## config.mk

```make
export PLATFORM = sky130hd
export DESIGN_NAME = frlc_ctrl
export DESIGN_NICKNAME = d
export VERILOG_FILES = /design/src/rtl/frlc_pkg.sv /design/src/rtl/frlc_ctrl.sv
export SDC_FILE = /design/constraint.sdc
export NUM_CORES = 1
export LEC_CHECK = 0
export BUFFER_PORTS_ARGS = -buffer_cell sky130_fd_sc_hd__clkbuf_2
export CAP_MARGIN = 0
export CORE_AREA = 5 5 42 44
export DETAILED_ROUTE_END_ITERATION = 10
export DIE_AREA = 0 0 47 49
export MAX_ROUTING_LAYER = met4
export PLACE_DENSITY = 0.78
export SETUP_SLACK_MARGIN = 0.4
export SLEW_MARGIN = 20
export SYNTH_ARGS = -nofsm -noshare
export SYNTH_HDL_FRONTEND = slang
export SYNTH_SLANG_ARGS = --single-unit
```

## constraint.sdc

```tcl
create_clock -name clk -period 1.5 [get_ports clk]
set_input_delay 0.15 -clock clk [delete_from_list [all_inputs] [get_ports clk]]
set_output_delay 0.15 -clock clk [all_outputs]
set_load 0.01 [all_outputs]
```

## src/rtl/frlc_pkg.sv

```systemverilog
// Shared types, codes and constants of the file recipe lookup classifier.
`default_nettype none

package frlc_pkg;

	// Default recipe table depth
	localparam int TABLE_DEPTH_DEF = 1024;

	// Beat layout widths
	localparam int FID_W   = 32;
	localparam int CHK_W   = 20;
	localparam int SIZE_W  = 40;
	localparam int CIDX_W  = 3;
	localparam int VERD_W  = 3;
	localparam int TIER_W  = 4;
	localparam int CVAL_W  = 32;
	localparam int PCT_W   = 7;
	localparam int PROD_W  = 27;
	localparam int NUM_TIERS = 8;
	localparam int IN_DATA_W  = 96;
	localparam int OUT_DATA_W = 64;
	localparam int ENTRY_W = FID_W + CHK_W + SIZE_W;

	// Input beat field offsets
	localparam int IN_FID_LO  = 0;
	localparam int IN_CHK_LO  = IN_FID_LO + FID_W;
	localparam int IN_SIZE_LO = IN_CHK_LO + CHK_W;
	localparam int IN_CIDX_LO = IN_SIZE_LO + SIZE_W;

	// Output beat field offsets
	localparam int OUT_VERD_LO = 0;
	localparam int OUT_TOT_LO  = OUT_VERD_LO + VERD_W;
	localparam int OUT_TIER_LO = OUT_TOT_LO + CHK_W;
	localparam int OUT_CVAL_LO = OUT_TIER_LO + TIER_W;
	localparam int OUT_USED_W  = OUT_CVAL_LO + CVAL_W;

	// Action carried in tuser
	typedef enum logic [1:0] {
		ACT_LOAD  = 2'd0,
		ACT_QUERY = 2'd1,
		ACT_READ  = 2'd2,
		ACT_NOP   = 2'd3
	} action_t;

	// Verdict codes
	localparam logic [VERD_W-1:0] VERD_NOT_FOUND = 3'd0;
	localparam logic [VERD_W-1:0] VERD_WHOLE     = 3'd1;
	localparam logic [VERD_W-1:0] VERD_PARTIAL   = 3'd2;
	localparam logic [VERD_W-1:0] VERD_MIGRATE   = 3'd3;
	localparam logic [VERD_W-1:0] VERD_FULL      = 3'd4;

	// Configuration register indexes
	localparam logic [1:0] CFG_MIG_EN = 2'd0;
	localparam logic [1:0] CFG_LIMIT  = 2'd1;
	localparam logic [1:0] CFG_PCT    = 2'd2;

	localparam logic [PCT_W-1:0] PCT_RESET = 7'd60;
	localparam int CFG_DATA_W = SIZE_W;

	// Tier thresholds in hundredths, tier 0 first
	localparam logic [PCT_W-1:0] TIER_PCT [NUM_TIERS] = '{
		7'd60, 7'd65, 7'd70, 7'd75, 7'd80, 7'd85, 7'd90, 7'd95
	};

	// Controller to datapath commands
	typedef struct packed {
		logic capture;
		logic load;
		logic init;
		logic step;
		logic mul;
		logic fin;
		logic resp_load;
	} cmd_t;

	// Datapath to controller status
	typedef struct packed {
		logic empty;
		logic hit;
		logic range_empty;
	} status_t;

endpackage

`default_nettype wire

```

## src/rtl/frlc_ctrl.sv

```systemverilog
// Sequencing state machine of the file recipe lookup classifier.
`default_nettype none

module frlc_ctrl (
	input  wire                     clk,
	input  wire                     arst_n,
	input  wire                     s_tvalid,
	output logic                    s_tready,
	input  wire  [1:0]              s_tuser,
	output logic                    m_tvalid,
	input  wire                     m_tready,
	input  frlc_pkg::status_t       status,
	output frlc_pkg::cmd_t          cmd
);

	typedef enum logic [6:0] {
		ST_IDLE  = 7'b0000001,
		ST_LOAD  = 7'b0000010,
		ST_START = 7'b0000100,
		ST_PROBE = 7'b0001000,
		ST_MUL   = 7'b0010000,
		ST_FIN   = 7'b0100000,
		ST_RESP  = 7'b1000000
	} state_t;

	state_t state_q, state_d;
	logic   out_valid_q;
	logic   accept;
	frlc_pkg::action_t act;

	assign act      = frlc_pkg::action_t'(s_tuser);
	assign s_tready = (state_q == ST_IDLE);
	assign accept   = s_tvalid && s_tready;
	assign m_tvalid = out_valid_q;

	// Next state and commands
	always_comb begin
		state_d = state_q;
		cmd     = '0;
		case (state_q)
			ST_IDLE: begin
				if (accept) begin
					cmd.capture = 1'b1;
					case (act)
						frlc_pkg::ACT_LOAD:  state_d = ST_LOAD;
						frlc_pkg::ACT_QUERY: state_d = status.empty ? ST_RESP : ST_START;
						default:             state_d = ST_RESP;
					endcase
				end
			end
			ST_LOAD: begin
				cmd.load = 1'b1;
				state_d  = ST_RESP;
			end
			ST_START: begin
				cmd.init = 1'b1;
				state_d  = ST_PROBE;
			end
			ST_PROBE: begin
				cmd.step = 1'b1;
				if (status.hit) begin
					state_d = ST_MUL;
				end else if (status.range_empty) begin
					state_d = ST_RESP;
				end
			end
			ST_MUL: begin
				cmd.mul = 1'b1;
				state_d = ST_FIN;
			end
			ST_FIN: begin
				cmd.fin = 1'b1;
				state_d = ST_RESP;
			end
			ST_RESP: begin
				if (!out_valid_q || m_tready) begin
					cmd.resp_load = 1'b1;
					state_d       = ST_IDLE;
				end
			end
			default: state_d = ST_IDLE;
		endcase
	end

	// Hold state and output valid
	always_ff @(posedge clk or negedge arst_n) begin
		if (!arst_n) begin
			state_q     <= ST_IDLE;
			out_valid_q <= 1'b0;
		end else begin
			state_q <= state_d;
			if (cmd.resp_load) begin
				out_valid_q <= 1'b1;
			end else if (m_tready) begin
				out_valid_q <= 1'b0;
			end
		end
	end

endmodule

`default_nettype wire

```

==> tab_implementation.tex, run 1 <==
\begin{tabular}{lr}
\hline
Metric & Value \\
\hline
\multicolumn{2}{l}{\textbf{Clocking}} \\
TritonCTS clock tree & built \\
Clock root cell & sky130\_fd\_sc\_hd\_\_clkbuf\_4 \\
H-Tree Level Count & 1 \\
Clock Latency Late Sink & about 0.27 ns \\
Number of CTS-inserted buffers & 3 \\
\# clock sinks & 8 \\
Number of buffers on the longest clock path & 2 \\
Clock transition at path regs & roughly 0.06 ns \\
\multicolumn{2}{l}{\textbf{Worst setup path}} \\
Data arrival, critical path & 1.67 ns \\
Kind of start point of the critical path & flop \\
Largest stage delay on the critical path & 0.55 ns \\
Slowest stage cell, crit path & sky130\_fd\_sc\_hd\_\_dfstp\_2 \\
Number of buffers and inverters on the critical path & 2 \\
Category of cells accounting for the largest share of critical-path delay & simple AND/OR/NAND/NOR gates \\
Critical path data required time & 1.35 ns \\
Capturing element type of the critical path & primary output \\
Category of the most critical setup path & reg -> out \\
Flop2flop setup slack & -0.19 ns \\
Cell-by-cell trace of the critical path & or4b\_4 -> nor2\_4 -> nand2\_4 -> inv\_2 -> buf\_6 \\
Startpoint of the most critical register-to-register path & state\_q[0] \\
CP startpoint & state\_q[0] \\
Top fanout value on the critical path & 2 \\
\multicolumn{2}{l}{\textbf{Timing}} \\
Min cycle time layout & between 1.5 and 2 ns \\
Max Clk Rate & 549.6 MHz \\
Slew at the pin closest to its max-slew limit & 0.3370 ns \\
Unrepaired setup endpoints after global routing & yes \\
Relative slew margins & 77.30\% \\
Final hold viol count & 0 \\
Post-route worst setup slack & -0.3196 ns \\
Part of the cycle the worst path needs & 121.3\% \\
Final clock skew & about 0.0018 ns \\
Final-layout setup total negative slack & -2.476 ns \\
Final max-slew violation count & 0 \\
Setup-violating endpoint count in the final report & 14 \\
\multicolumn{2}{l}{\textbf{Route}} \\
Residual antenna-violating net count after detailed routing & 0 \\
Detailed Route WL & 1961 um \\
Vias post-DR & 629 \\
First-pass DRT Iterations & 4 \\
DRC Markers & 0 \\
First DRT Iteration DRCs & 9 \\
Avg WL per Cell & 17.51 um \\
Via/cell ratio & around 5.6 \\
\multicolumn{2}{l}{\textbf{Final layout}} \\
Total of fill cells in the finished design & between 100 and 150 \\
Post-layout utilization of the core & between 70\% and 80\% \\
Nets@finish & 106 \\
Diode count & 0 \\
Post-route cell area & 1031 um\^{}2 \\
Fraction of layout instances using a drive strength above 1 & 72.92\% \\
Area delta synth->final & 98.55\% \\
\multicolumn{2}{l}{\textbf{Synthesis}} \\
Leading post-synthesis cells by cell area & sky130\_fd\_sc\_hd\_\_dfrtp\_1 (34\%), sky130\_fd\_sc\_hd\_\_dfstp\_2 (5.1\%), sky130\_fd\_sc\_hd\_\_nor4b\_1 (5.1\%) \\
Mapped Cells & 52 \\
Main synth FF type & sky130\_fd\_sc\_hd\_\_dfrtp\_1 \\
Count of distinct cell types in the synthesized netlist & 31 \\
Most common cell in the synthesized netlist & sky130\_fd\_sc\_hd\_\_dfrtp\_1 \\
YS warnings & 0 \\
Post-synthesis sequential area ratio & roughly two fifths \\
Mapped Avg Cell Area & around 10 um\^{}2 \\
Commonest cells in the netlist & sky130\_fd\_sc\_hd\_\_dfrtp\_1 (7), sky130\_fd\_sc\_hd\_\_nor2\_1 (4), sky130\_fd\_sc\_hd\_\_o21ai\_0 (4) \\
Number of storage elements in the synthesis netlist & 8 \\
Yosys top cell area share & between 30\% and 40\% \\
Dominant cell type by area after synthesis & sky130\_fd\_sc\_hd\_\_dfrtp\_1 \\
Async SR Flop Fraction & between 90\% and 100\% \\
Post-synth EDFFs & 0 \\
Netlist area before placement & 519.2 um\^{}2 \\
Net count after synthesis & 61 \\
\multicolumn{2}{l}{\textbf{Place}} \\
DPL Wire Length & 908.9 um \\
Input/output buffers & 17 \\
Cell area reported after detailed placement & $\sim$700 um\^{}2 \\
Global placement routability congestion & $\sim$0.84 \\
Post-Place Worst Slack & -0.01200 ns \\
\multicolumn{2}{l}{\textbf{Die}} \\
Die footprint & about 2300 um\^{}2 \\
Initial Util & between 30\% and 40\% \\
Vertical extent of the die & just under 50 um \\
Core footprint & between 1000 and 1500 um\^{}2 \\
Floorplan row count & 14 \\
Number of primary I/O pins & 18 \\
Die width & approximately 47 um \\
\multicolumn{2}{l}{\textbf{Run status}} \\
Failing checks & setup timing \\
Outcome & complete, but fails checks \\
\multicolumn{2}{l}{\textbf{Min path}} \\
Worst hold path startpoint & status[2] \\
Tightest Hold Check Type & in -> reg \\
\multicolumn{2}{l}{\textbf{Global route}} \\
Largest net degree at the start of global routing & 9 \\
Number of global-route vias before repair & 655 \\
Remaining Overflow, GRT & 0 \\
Total global-route track usage & roughly 18\% \\
Number of antenna violations at the first check in global routing & 0 \\
Wire length of the first global-routing pass & 2863 um \\
\multicolumn{2}{l}{\textbf{Pwr}} \\
Total power & 1.348 mW \\
Standby leakage power & around 0.48 nW \\
Maximum ir drop on the vdd rail & 0.0008867 V \\
Power per Cell Area & roughly 1300 nW/um\^{}2 \\
\multicolumn{2}{l}{\textbf{Run}} \\
Max cap viols & 0 \\
\hline
\end{tabular}
[flip-flops by register name (all words and copies together), names as in the netlist]
name and cells:
state_q 7, m_tvalid 1
[final timing paths]
kind / cells after the start / end
setup / recovery: 5 / cmd[6]
hold / removal: 2 / state_q[2]
setup reg to reg: 5 / state_q[2]
hold reg to reg: 2 / m_tvalid
max in group asynchronous: 2 / state_q[0]
min in group asynchronous: 2 / state_q[4]
[worst register-to-register path, cell delays in order, from the launching register on]
cell and delay, ns:
sky130_fd_sc_hd__dfstp_2 0.55, sky130_fd_sc_hd__or4b_4 0.50, sky130_fd_sc_hd__nor2_4 0.15, sky130_fd_sc_hd__nand2_4 0.07, sky130_fd_sc_hd__buf_4 0.15, sky130_fd_sc_hd__nor4b_4 0.19
[power breakdown]
part           internal, mW  switching [mW]
sequential            0.268          0.0305
clock                 0.103          0.0904
combinational         0.458           0.399
[metrics by stage]
stage | hold slack [ns] | std cells
2_1_floorplan | -0.1456 | 52
3_3_place_gp | 0.01017 | 90
3_5_place_dp | 0.01228 | 90
4_1_cts | 0.07320 | 108
5_1_grt | 0.1002 | 112
6_report | 0.08006 | 112
[per-layer routing]
layer  routed length, um  global-route usage, %  vias up
met5                   0                      -        -
met4                  89                  10.60        0
met3                 120                  3.321        9
met2                1040                  28.05       35
met1                 711                  19.27      304
li1                    -                      -      281
[cells by family after synthesis]
group                  count (synthesis)  share of synthesized area [%]
AO/OA/AOI/OAI                          9                          10.60
XOR/XNOR                               2                          3.374
buffers and inverters                  3                          4.337
AND/OR/NAND/NOR                       30                          42.89
flip-flops                             8                          38.80
[final cells by class]
cell class | instances | area [um^2] | share of cell area [%]
multi-input cells | 41 | 437.9 | 42.48
repair buffers | 42 | 335.3 | 32.52
flip-flops and latches | 8 | 207.7 | 20.15
clock buffers | 4 | 26.28 | 2.549
well taps | 16 | 20.02 | 1.942
inverters | 1 | 3.754 | 0.3641
[placed cells by master, fill, tap and decap left out, types with 2 or more instances in the layout]
cell	n
sky130_fd_sc_hd__nor2_1	4
sky130_fd_sc_hd__o21ai_0	2
sky130_fd_sc_hd__and4b_1	2
sky130_fd_sc_hd__nand2_2	2
sky130_fd_sc_hd__buf_4	13
sky130_fd_sc_hd__nor3_4	2
sky130_fd_sc_hd__nor4b_4	3
sky130_fd_sc_hd__o21ai_1	2
sky130_fd_sc_hd__nor4bb_4	2
sky130_fd_sc_hd__nor3b_1	2
sky130_fd_sc_hd__dfrtp_1	2
sky130_fd_sc_hd__clkbuf_4	3
sky130_fd_sc_hd__buf_6	14
sky130_fd_sc_hd__dfrtp_2	5
sky130_fd_sc_hd__clkbuf_2	9
sky130_fd_sc_hd__and2_4	2
sky130_fd_sc_hd__buf_2	5
[repair_timing]
action	in CTS	in global routing
resized for setup	17	27
endpoints found under the setup margin	16	16
hold buffers	1	0
setup buffers	13	4
pin swaps	8	5
hold endpoints to repair	8	0
Power figures use the tool's default switching activity.
==> run 2, diff against run 1 <==
--- a/config.mk
+++ b/config.mk
@@ -7,11 +7,13 @@
 export LEC_CHECK = 0
 export BUFFER_PORTS_ARGS = -buffer_cell sky130_fd_sc_hd__clkbuf_2
 export CAP_MARGIN = 0
-export CORE_AREA = 5 5 42 44
+export CELL_PAD_IN_SITES_DETAIL_PLACEMENT = 1
+export CELL_PAD_IN_SITES_GLOBAL_PLACEMENT = 1
+export CORE_MARGIN = 5
+export CORE_UTILIZATION = 31
 export DETAILED_ROUTE_END_ITERATION = 10
-export DIE_AREA = 0 0 47 49
 export MAX_ROUTING_LAYER = met4
-export PLACE_DENSITY = 0.78
+export PLACE_DENSITY = 0.82
 export SETUP_SLACK_MARGIN = 0.4
 export SLEW_MARGIN = 20
 export SYNTH_ARGS = -nofsm -noshare
==> run 2 against run 1 <==
  * The flow still finishes with violations (setup timing)
  * Hold slack got worse by 0.0073 ns
  * Clock skew down 0.00063 ns
  * Critical path depth stayed put
  * Sequential power about the same
  * Combinational power increased by 6.2%
  * Via count increased by 0.64%
  * Routed wire length increased by 30%
  * Clock power rose by 3%
  * Maximum frequency barely moved
  * Critical path type unchanged
==> tab_implementation.tex, run 2 (synthesized netlist as in run 1, its figures left out) <==
\begin{tabular}{lr}
\hline
Metric & Value \\
\hline
\multicolumn{2}{l}{\textbf{Run status}} \\
Outcome & complete, but fails checks \\
Failing checks & setup timing \\
\multicolumn{2}{l}{\textbf{Clocking}} \\
TritonCTS clock tree & built \\
Clock transition at path regs & 0.07 ns (about the same) \\
Number of CTS-inserted buffers & 3 (unchanged) \\
Number of buffers on the longest clock path & 2 (unchanged) \\
Clock Latency Late Sink & 0.27 ns (about the same) \\
Clock root cell & sky130\_fd\_sc\_hd\_\_clkbuf\_4 \\
\# clock sinks & 8 (unchanged) \\
H-Tree Level Count & 1 (unchanged) \\
\multicolumn{2}{l}{\textbf{Min path}} \\
Number of cells traversed by the worst hold path & 2 (unchanged) \\
Tightest Hold Check Type & in -> reg \\
\multicolumn{2}{l}{\textbf{Timing}} \\
Final hold viol count & 0 (unchanged) \\
Post-route worst setup slack & -0.3189 ns (+0.0007130 ns) \\
Final max-slew violation count & 0 (unchanged) \\
Worst hold slack & 0.07272 ns (-0.007341 ns) \\
Part of the cycle the worst path needs & 121.3\% (about the same) \\
Slew at the pin closest to its max-slew limit & 0.3290 ns (-0.008005 ns) \\
Unrepaired setup endpoints after global routing & yes \\
Final clock skew & 0.001175 ns (-0.0006319 ns) \\
Min cycle time layout & 1.819 ns (-0.0007130 ns) \\
Relative slew margins & 77.99\% (+0.69 points) \\
Max Clk Rate & 549.8 MHz (about the same) \\
Setup-violating endpoint count in the final report & 14 (unchanged) \\
\multicolumn{2}{l}{\textbf{Final layout}} \\
Diode count & 0 (unchanged) \\
Highest-count cells in the layout ignoring fill and taps & sky130\_fd\_sc\_hd\_\_buf\_4 (19), sky130\_fd\_sc\_hd\_\_buf\_6 (11), sky130\_fd\_sc\_hd\_\_clkbuf\_2 (10) \\
Fraction of layout instances using a drive strength above 1 & 72.00\% (-0.92 points) \\
Nets@finish & 110 (+3.8\%) \\
Register with the most flip-flops & state\_q \\
Commonest non-fill, non-tap cell in the layout & sky130\_fd\_sc\_hd\_\_buf\_4 \\
Max reg flops & 7 (unchanged) \\
Number of standard cells in the final layout excluding fillers & 116 (+3.6\%) \\
Area delta synth->final & 100.5\% \\
Total of fill cells in the finished design & 171 (+64\%) \\
\multicolumn{2}{l}{\textbf{Route}} \\
Avg WL per Cell & 21.98 um (+26\%) \\
First-pass DRT Iterations & 4 (unchanged) \\
Detailed Route WL & 2550 um (+30\%) \\
Vias post-DR & 633 (+0.64\%) \\
DRC Markers & 0 (unchanged) \\
Via/cell ratio & 5.457 (-2.8\%) \\
Residual antenna-violating net count after detailed routing & 0 (unchanged) \\
First DRT Iteration DRCs & 8 (-1) \\
\multicolumn{2}{l}{\textbf{Worst setup path}} \\
Slowest stage cell, crit path & sky130\_fd\_sc\_hd\_\_dfstp\_2 \\
Category of the most critical setup path & reg -> out \\
Critical path data required time & 1.35 ns (about the same) \\
Cell-by-cell trace of the critical path & or4b\_4 -> nor2\_4 -> nand2\_4 -> inv\_2 -> buf\_6 \\
Kind of start point of the critical path & flop \\
Reg2Reg Depth & 7 (+2) \\
Data arrival, critical path & 1.67 ns (about the same) \\
Top fanout value on the critical path & 3 (+1) \\
Largest stage delay on the critical path & 0.53 ns (-0.02 ns) \\
Capturing element type of the critical path & primary output \\
\multicolumn{2}{l}{\textbf{Pwr}} \\
Power per Cell Area & 1350 nW/um\^{}2 (+3.2\%) \\
Standby leakage power & 0.4991 nW (+4.3\%) \\
Maximum ir drop on the vdd rail & 0.0008375 V (-5.5\%) \\
\multicolumn{2}{l}{\textbf{Die}} \\
Initial Util & 33.69\% (-3.4 points) \\
Number of primary I/O pins & 18 (unchanged) \\
Core footprint & 1541 um\^{}2 (+10\%) \\
Floorplan row count & 14 (unchanged) \\
Die footprint & 2593 um\^{}2 (+13\%) \\
Vertical extent of the die & 50.93 um (+3.9\%) \\
Die width & 50.93 um (+8.4\%) \\
\multicolumn{2}{l}{\textbf{Place}} \\
Input/output buffers & 17 (unchanged) \\
Global placement routability congestion & 0.8167 (-3.3\%) \\
Total instance count after detailed placement & 93 (+3.3\%) \\
DPL Wire Length & 1203 um (+32\%) \\
\multicolumn{2}{l}{\textbf{Global route}} \\
Largest net degree at the start of global routing & 9 (unchanged) \\
Total global-route track usage & 17.43\% (-0.15 points) \\
Number of global-route vias before repair & 681 (+4.0\%) \\
Remaining Overflow, GRT & 0 (unchanged) \\
Number of antenna violations at the first check in global routing & 0 (unchanged) \\
Wire length of the first global-routing pass & 3339 um (+17\%) \\
\multicolumn{2}{l}{\textbf{Run}} \\
Max cap viols & 0 (unchanged) \\
\hline
\end{tabular}
[run 2: path summary, 6_finish.rpt]
kind / start / endpoint / slack, ns
min reg2reg: m_tvalid / m_tvalid / 0.62
max reg2reg: state_q[0] / state_q[1] / -0.30
max in group asynchronous: arst_n / state_q[0] / 0.96
min in group asynchronous: arst_n / state_q[5] / 0.28
max: state_q[0] / cmd[6] / -0.32
min: s_tuser[0] / state_q[1] / 0.07
[run 2: metal layers]
metal	wire length, um	part of all wire, %	GRT usage, %	up-vias
met5	0	0	-	-
met4	59	2.3	6.383	0
met3	108	4.2	2.907	8
met2	1341	53	29.13	22
met1	1039	41	20.86	316
li1	-	-	-	287
[run 2: layout make-up]
| class | instances | area (um^2) | area share, % |
|---|---|---|---|
| Clock buffer | 4 | 26.28 | 2.524 |
| Inverter | 1 | 3.754 | 0.3606 |
| Multi-Input combinational cell | 41 | 422.9 | 40.62 |
| Sequential cell | 8 | 206.4 | 19.83 |
| Tap cell | 16 | 20.02 | 1.923 |
| Timing Repair Buffer | 46 | 361.6 | 34.74 |
[run 2: stage by stage]
stage	setup slack, ns	setup TNS, ns	instance area [um^2]	total power [mW]	utilization, %
after floorplan	-0.1041	-0.1735	568.0	0.6474	-
after global placement	0.005126	0	725.7	0.8122	47.08
after detailed placement	-0.04948	-0.1541	725.7	0.8336	47.08
after CTS	-0.3155	-2.055	927.1	1.212	60.15
after global routing	-0.3599	-3.502	1041	1.477	67.53
final	-0.3189	-2.739	1041	1.405	67.53
[run 2: worst max-delay path: cells and delay by family, from the launching register on]
kind,cells,cell delay [ns]
buffers and inverters,2,0.16
and+or+nand+nor,3,0.72
DFF,1,0.53
[run 2: timing repair]
action | CTS | global route
resized for setup | 22 | 15
hold endpoints to repair | 8 | 0
setup endpoints to repair | 16 | 16
hold buffers | 1 | 0
setup buffers | 9 | 9
pin swaps | 8 | 8
[run 2: power breakdown]
part | internal, mW | switching, mW | total, mW | leakage (nW)
sequential | 0.267 | 0.0295 | 0.297 | 0.100
combinational | 0.477 | 0.433 | 0.909 | 0.384
clock | 0.103 | 0.0958 | 0.199 | 0.0150
total | 0.847 | 0.558 | 1.40 | 0.499
